<file path="config.mk">
export PLATFORM = sky130hd
export DESIGN_NAME = cpu_register_direct_operand_unit
export DESIGN_NICKNAME = d
export VERILOG_FILES = /design/src/design/crdo_pkg.sv /design/src/design/crdo_regfile.sv /design/src/design/crdo_alu.sv /design/src/design/cpu_register_direct_operand_unit.sv
export SDC_FILE = /design/constraint.sdc
export NUM_CORES = 2
export LEC_CHECK = 0
export BUFFER_PORTS_ARGS = -buffer_cell sky130_fd_sc_hd__buf_2
export CAP_MARGIN = 15
export CORE_ASPECT_RATIO = 0.6
export CORE_MARGIN = 4
export CORE_UTILIZATION = 25
export DETAILED_ROUTE_END_ITERATION = 8
export GPL_TIMING_DRIVEN = 0
export PLACE_DENSITY = 0.45
export REMOVE_ABC_BUFFERS = 1
export SLEW_MARGIN = 20
export SYNTH_ARGS = -nofsm -noshare
export SYNTH_HDL_FRONTEND = slang
export SYNTH_HIERARCHICAL = 1
export SYNTH_SLANG_ARGS = --single-unit
</file>
<file path="constraint.sdc">
create_clock -name clock -period 13.4 [get_ports clock]
set_input_delay 0.67 -clock clock [delete_from_list [all_inputs] [get_ports clock]]
set_output_delay 0.67 -clock clock [all_outputs]
set_load 0.1 [all_outputs]
</file>
<file path="src/design/crdo_pkg.sv">
package crdo_pkg;

   localparam int unsigned DATA_WIDTH = 32;
   localparam int unsigned REG_COUNT  = 17;
   localparam int unsigned RIDX_WIDTH = $clog2(REG_COUNT);

   // Register file slots: D0..D7, A0..A6, user SP, supervisor SP
   localparam logic [RIDX_WIDTH-1:0] AREG_BASE = RIDX_WIDTH'(8);
   localparam logic [RIDX_WIDTH-1:0] USP_SLOT  = RIDX_WIDTH'(15);
   localparam logic [RIDX_WIDTH-1:0] SSP_SLOT  = RIDX_WIDTH'(16);
   localparam logic [2:0]            SP_REG    = 3'd7;

   typedef logic [DATA_WIDTH-1:0] word_type;
   typedef logic [RIDX_WIDTH-1:0] ridx_type;

   typedef enum logic [2:0] {
      OP_READ  = 3'd0,
      OP_WRITE = 3'd1,
      OP_ADD   = 3'd2,
      OP_OR    = 3'd3,
      OP_SUB   = 3'd4,
      OP_NOT   = 3'd5,
      OP_SUBQ  = 3'd6,
      OP_BTST  = 3'd7
   } opcode_type;

   typedef enum logic [1:0] {
      SZ_BYTE = 2'd0,
      SZ_WORD = 2'd1,
      SZ_LONG = 2'd2,
      SZ_ALT  = 2'd3
   } size_type;

   typedef struct packed {
      logic       supervisor;
      word_type   operand;
      size_type   size_code;
      logic [2:0] reg_index;
      logic       is_address;
      opcode_type opcode;
   } item_type;

   typedef struct packed {
      logic     zero_flag;
      word_type reg_value;
   } result_type;

   typedef struct packed {
      logic     wr_en;
      word_type wr_data;
   } update_type;

   function automatic word_type size_mask(input size_type sz);
      word_type m;
      unique case (sz)
         SZ_BYTE: m = 32'h0000_00FF;
         SZ_WORD: m = 32'h0000_FFFF;
         default: m = 32'hFFFF_FFFF;
      endcase
      return m;
   endfunction

   function automatic word_type sign_ext(input word_type v, input size_type sz);
      word_type r;
      unique case (sz)
         SZ_BYTE: r = v[7]  ? (v | 32'hFFFF_FF00) : (v & 32'h0000_00FF);
         SZ_WORD: r = v[15] ? (v | 32'hFFFF_0000) : (v & 32'h0000_FFFF);
         default: r = v;
      endcase
      return r;
   endfunction

endpackage

</file>
<file path="src/design/crdo_regfile.sv">
module crdo_regfile (
   input  logic               clock,
   input  logic               reset,
   input  crdo_pkg::ridx_type rd_idx,
   output crdo_pkg::word_type rd_data,
   input  crdo_pkg::ridx_type wr_idx,
   input  crdo_pkg::update_type upd
);
   import crdo_pkg::*;

   word_type regs_ff [REG_COUNT];

   always_ff @(posedge clock) begin
      if (reset) begin
         for (int i = 0; i < REG_COUNT; i++) begin
            regs_ff[i] <= '0;
         end
      end else if (upd.wr_en) begin
         regs_ff[wr_idx] <= upd.wr_data;
      end
   end

   assign rd_data = regs_ff[rd_idx];

endmodule

</file>
<file path="src/design/crdo_alu.sv">
module crdo_alu (
   input  crdo_pkg::item_type   item,
   input  crdo_pkg::word_type   cur,
   output crdo_pkg::update_type upd,
   output crdo_pkg::result_type res
);
   import crdo_pkg::*;

   word_type m;
   word_type quick;
   word_type sub_b;
   word_type diff;
   word_type nv;
   logic     zf;

   always_comb begin
      m     = size_mask(item.size_code);
      quick = {24'd0, item.operand[7:0]};
      // one subtractor shared by sub and subq
      if (item.opcode == OP_SUBQ) begin
         sub_b = quick;
      end else if (item.is_address) begin
         sub_b = sign_ext(item.operand, item.size_code);
      end else begin
         sub_b = item.operand;
      end
      diff = cur - sub_b;
      nv   = cur;
      zf   = 1'b0;

      unique case (item.opcode)
         OP_READ: nv = cur;
         OP_WRITE: begin
            if (item.is_address && item.size_code == SZ_WORD) begin
               nv = sign_ext(item.operand, SZ_WORD);
            end else begin
               nv = (cur & ~m) | (item.operand & m);
            end
         end
         OP_ADD: nv = cur + item.operand;
         OP_OR:  nv = cur | (item.operand & m);
         OP_SUB, OP_SUBQ: begin
            if (item.is_address) begin
               nv = diff;
            end else begin
               nv = (cur & ~m) | (diff & m);
            end
         end
         OP_NOT: nv = (cur & ~m) | (~cur & m);
         OP_BTST: zf = ~cur[item.operand[4:0]];
         default: nv = cur;
      endcase

      upd.wr_en   = (item.opcode != OP_READ) && (item.opcode != OP_BTST);
      upd.wr_data = nv;
      res.reg_value = (item.opcode == OP_READ) ? (cur & m) : nv;
      res.zero_flag = zf;
   end

endmodule

</file>
<file path="src/design/cpu_register_direct_operand_unit.sv">
// Register-direct operand unit: D0-D7, A0-A6, user and supervisor SP.
// A request beat reaches the response beat through the input register, then the
// register-file read, ALU merge and write-back, and the result register.
// Throughput: 1 beat per cycle while rsp_tready stays high; a beat reads the register
// file after the previous beat's write-back, so back-to-back beats on one register chain.
// Reset (synchronous, active high) zeroes all 17 registers and empties both stages.
module cpu_register_direct_operand_unit (
   input  logic        clock,
   input  logic        reset,
   // req_tdata: [2:0] opcode, [3] is_address, [6:4] reg_index,
   //            [8:7] size_code, [40:9] operand, [41] supervisor, [47:42] zero
   input  logic        req_tvalid,
   output logic        req_tready,
   input  logic [47:0] req_tdata,
   // rsp_tdata: [31:0] reg_value, [32] zero_flag, [39:33] zero
   output logic        rsp_tvalid,
   input  logic        rsp_tready,
   output logic [39:0] rsp_tdata
);
   import crdo_pkg::*;

   // input stage
   logic       in_valid_ff;
   logic       in_valid_in;
   item_type   in_item_ff;

   // result stage
   logic       out_valid_ff;
   logic       out_valid_in;
   result_type out_res_ff;

   logic       advance;
   ridx_type   slot;
   word_type   cur;
   update_type upd;
   update_type upd_gated;
   result_type res;

   // the input stage moves on when the result register is free or drains now
   assign advance    = in_valid_ff && (!out_valid_ff || rsp_tready);
   assign req_tready = !in_valid_ff || advance;

   assign in_valid_in  = (req_tvalid && req_tready) || (in_valid_ff && !advance);
   assign out_valid_in = advance || (out_valid_ff && !rsp_tready);

   always_ff @(posedge clock) begin
      if (reset) begin
         in_valid_ff  <= 1'b0;
         out_valid_ff <= 1'b0;
      end else begin
         in_valid_ff  <= in_valid_in;
         out_valid_ff <= out_valid_in;
      end
   end

   always_ff @(posedge clock) begin
      if (req_tvalid && req_tready) begin
         in_item_ff <= item_type'(req_tdata[41:0]);
      end
      if (advance) begin
         out_res_ff <= res;
      end
   end

   // A7 selects the stack pointer by the supervisor bit
   always_comb begin
      if (!in_item_ff.is_address) begin
         slot = {2'b00, in_item_ff.reg_index};
      end else if (in_item_ff.reg_index != SP_REG) begin
         slot = AREG_BASE | {2'b00, in_item_ff.reg_index};
      end else begin
         slot = in_item_ff.supervisor ? SSP_SLOT : USP_SLOT;
      end
   end

   crdo_alu u_alu (
      .item (in_item_ff),
      .cur  (cur),
      .upd  (upd),
      .res  (res)
   );

   always_comb begin
      upd_gated       = upd;
      upd_gated.wr_en = upd.wr_en && advance;
   end

   crdo_regfile u_regfile (
      .clock   (clock),
      .reset   (reset),
      .rd_idx  (slot),
      .rd_data (cur),
      .wr_idx  (slot),
      .upd     (upd_gated)
   );

   assign rsp_tvalid = out_valid_ff;
   assign rsp_tdata  = {7'd0, out_res_ff};

endmodule

</file>
==> metrics.cfg <==
[outcome]
outcome = complete, no violations

[routing]
drc = 0
firstDrtPassIters = 6
finalWirelength_um = 164100
ant_nets = 0
first_iter_violations = 3176
avgRoutedWirePerCell_um = 23.45
num_vias = 33610
avgViaCountPerCell = 4.803

[setup_path]
r2r_cells = 24
cp.arrival_ns = 9.88
reg2reg_to = u_regfile/regs_ff[16][27]
worst-path-stages = 24
rrSetupSlack_ns = 3.96
critPathMaxStageDelay_ns = 0.96
cp.required_ns = 13.84
crit_path_frequent_cell = buf_16
cp-startpoint = in_item_ff[3]
end_kind = register
cp_cell_sequence = nand3_1 -> o21a_4 -> buf_12 -> buf_16 -> buf_16 -> buf_16 -> buf_16 -> buf_16 -> mux2i_1 -> a22oi_1 -> a31oi_1 -> nand3_1 -> ha_1 -> nand4_1 -> or3_1 -> a31oi_1 -> a2111oi_2 -> o21ai_2 -> nand4b_1 -> nand4_1 -> nor4_1 -> nor2_2 -> buf_6 -> and2_1
crit_path_top_delay_cell = nor4_1
crit_fanout = 37
crit_type = register to register
cp_top_family = simple AND/OR/NAND/NOR gates
startpoint_type = register
path_buf_inv = 7
r2r_start = in_item_ff[3]

[global_route]
grt_max_degree = 45
grt-ovfl-total = 0
grt_pass1_vias = 32570
grt_pass1_wl_um = 237400
gr-usage-all-layers_pct = 14.41
antenna_found_initial = 10

[die]
num_rows = 131
ios = 94
die_w_um = 604.8
die_area_sq_mm = 0.2214
fp.dieH_um = 366.1
core_area_sq_mm = 0.2126
initial_core_util_pct = 25.13

[min_path]
holdPathEnd = in_item_ff[16]
hold_path_class = input pin to register
worstHoldStart = req_tdata[16]
holdPathStages = 1

[clocking]
cts_resized = 0
cts-hold-fix-buffers = 0
cts.clk_slew.worst_paths_ns = 0.07
cts_buffers = 101
cts_buffer_depth = 3
cts_htree_levels = 3
clock-sinks = 1101
cts_tree = built
clockRootBuffer = clkbuf_16
insertion_delay_ns = 0.69
cts_setup_buffers = 0

[yosys]
async_reset_ff_share_pct = 0
ys_types = 97
yosysSeqAreaShare_pct = 61.85
ys.flop_type = edfxtp_1
synth-edff-count = 1099
netlist_instances = 4047
syn_avg_cell_area_sq_um = 13.20
yosys_warnings = 6
syn_area_sq_mm = 0.05342
synth_seq_cells = 1101

[cells_and_area]
multi_input_area_sq_mm = 0.01929
regArea_sq_mm = 0.03304
layout-drive-gt1-share_pct = 11.50
fillers = 21380
finalNonFillerCells = 6998
areaGrowthSynthToFinish_pct = 16.46
fin_nets = 4201

[placed_design]
placed_cells = 6807
place_hpwl_um = 110100
gp_congestion = 0.9056
port_buffers = 80

[timing]
tns_ns = 0
whs_ns = 0.1506
hold_violations = 0
drv_slew = 0
fin_crit_sh_pct = 70.45
max_freq_mhz = 105.9
tightest_slew_ns = 1.190
clock_skew_ns = 0.02461
timing.final.crit_period_ns = 9.440
rsz0062_at_grt = false
relSlewSlack_pct = 20.35
setup_viol = 0

[power_and_ir_drop]
leakagePower_uw = 0.02231
ir_worst_vdd_mv = 0.08828
p_per_area_mw_per_mm2 = 137.0

[job]
drv_cap = 0

[worst max-delay path by stage]
stage                                      to  slack [ns]
finish              u_regfile/regs_ff[16][27]        3.96
global route         u_regfile/regs_ff[4][27]        3.70
CTS                 u_regfile/regs_ff[16][27]        4.30
detailed placement  u_regfile/regs_ff[16][27]        4.35
global placement    u_regfile/regs_ff[20][29]      -22.76
floorplan                       rsp_tdata[12]       -8.83
[cell usage in the layout (no fill, tap or decap), types with 13 or more instances in the layout]
| cell | Yosys | final |
|---|---|---|
| a211oi_1 | 16 | 16 |
| buf_2 | 40 | 80 |
| o22ai_1 | 14 | 13 |
| xor2_1 | 14 | 14 |
| a21o_1 | 21 | 21 |
| buf_16 | 0 | 63 |
| inv_1 | 41 | 39 |
| a31oi_1 | 48 | 45 |
| clkinv_2 | 0 | 14 |
| a22o_1 | 68 | 67 |
| o21ai_0 | 106 | 105 |
| and2_1 | 558 | 555 |
| clkbuf_16 | 0 | 102 |
| mux2i_1 | 532 | 532 |
| nor2_4 | 5 | 35 |
| a21oi_1 | 263 | 256 |
| ha_1 | 94 | 94 |
| edfxtp_1 | 1099 | 1099 |
| nor3_1 | 45 | 44 |
| clkinv_1 | 1 | 31 |
| nand2_1 | 188 | 185 |
| and3_1 | 13 | 13 |
| nand3_1 | 121 | 121 |
| nor2_1 | 111 | 81 |
| buf_12 | 0 | 32 |
| or2_4 | 0 | 16 |
| clkbuf_1 | 137 | 17 |
| xnor2_1 | 22 | 22 |
| nand4_1 | 13 | 13 |
| a22oi_1 | 102 | 102 |
[per-layer routing]
metal  part of all wire [%]  routed length [um]  global-route usage, %
met2                     39               63850                  18.95
met4                    1.4                2347                  2.283
met1                     52               85730                  23.63
met5                  0.088                 144                 0.5046
met3                    7.3               12050                  3.181
[power breakdown]
part	internal [uW]	leakage [uW]	switching (uW)
Combinational	515	0.0101	1130
Clock	1570	0.00154	1300
Sequential	3970	0.0107	35.3
[logic make-up after synthesis]
logic type | share of synthesized area [%]
adders and majority gates | 2.277
DFF | 61.85
muxes | 10.71
AOI/OAI and AO/OA | 9.518
buffers and inverters | 3.124
xor gates and xnor gates | 0.5902
and+or+nand+nor | 11.92
other | 0.007020
[worst reg2reg max path: stages, from the launching register on]
cell and delay [ns]:
edfxtp_1 0.84, nand3_1 0.32, o21a_4 0.49, buf_12 0.30, buf_16 0.30, buf_16 0.32, buf_16 0.29, buf_16 0.33
buf_16 0.31, mux2i_1 0.26, a22oi_1 0.13, a31oi_1 0.40, nand3_1 0.64, ha_1 0.63, nand4_1 0.21, or3_1 0.23
a31oi_1 0.15, a2111oi_2 0.91, o21ai_2 0.21, nand4b_1 0.16, nand4_1 0.11, nor4_1 0.96, nor2_2 0.28, buf_6 0.27
and2_1 0.15
[per-stage QoR]
step / setup slack, ns / power, uW / instance area (sq um) / util (%)
detailed placement: 4.346 / 5708 / 58960 / 27.73
global route: 3.698 / 8882 / 62190 / 29.25
CTS: 4.300 / 8596 / 62110 / 29.22
floorplan: -8.833 / 5179 / 51930 / -
global placement: -22.76 / 5856 / 55910 / 26.30
finish: 3.960 / 8525 / 62210 / 29.27
[cell usage after synthesis (6+ instances only)]
library cell	number	area [sq um]
nand4_1	13	81.33
inv_1	41	153.9
xnor2_1	22	192.7
buf_1	21	78.83
xor2_1	14	122.6
clkbuf_1	137	514.2
nand3b_1	7	52.55
o21a_1	14	105.1
buf_6	22	247.7
o31ai_1	10	75.07
o21bai_1	6	45.04
a31oi_1	48	300.3
o22a_1	7	61.31
and3_1	13	81.33
a22o_1	68	595.6
a211oi_1	16	120.1
nand2_1	188	705.7
nand2b_1	14	87.58
or3_1	8	50.05
buf_2	40	200.2
o211ai_1	11	82.58
nor2_1	111	416.7
a21o_1	21	157.7
mux4_2	11	247.7
mux2_2	12	135.1
o21ai_1	10	50.05
nand3_1	121	605.6
ha_1	94	1176
a22oi_1	102	765.7
o22ai_1	14	87.58
a221o_1	6	60.06
a221oi_1	11	96.34
and2_1	558	3491
buf_4	44	330.3
a21boi_0	10	75.07
clkbuf_2	28	140.1
edfxtp_1	1099	33000
nor2b_1	11	68.82
a21oi_1	263	1316
mux2i_1	532	5325
nor3_1	45	225.2
o21ai_0	106	530.5
or2_2	18	112.6
[flip-flops by register name, summed over array words and instances (netlist names)]
| name | count |
|---|---|
| in_item_ff | 42 |
| in_valid_ff | 1 |
| rsp_tdata | 33 |
| rsp_tvalid | 1 |
| u_regfile/regs_ff | 1024 |
[cell type report]
class | instances | share of cell area [%]
tap | 2859 | 5.750
sequential | 1101 | 53.11
clock inverter | 60 | 0.8708
antenna | 10 | 0.04022
multi-input combinational | 2618 | 31.01
inverter | 42 | 0.2534
timing repair buffer | 189 | 4.762
clock buffer | 119 | 4.205
(Power assumes the default switching activity.)
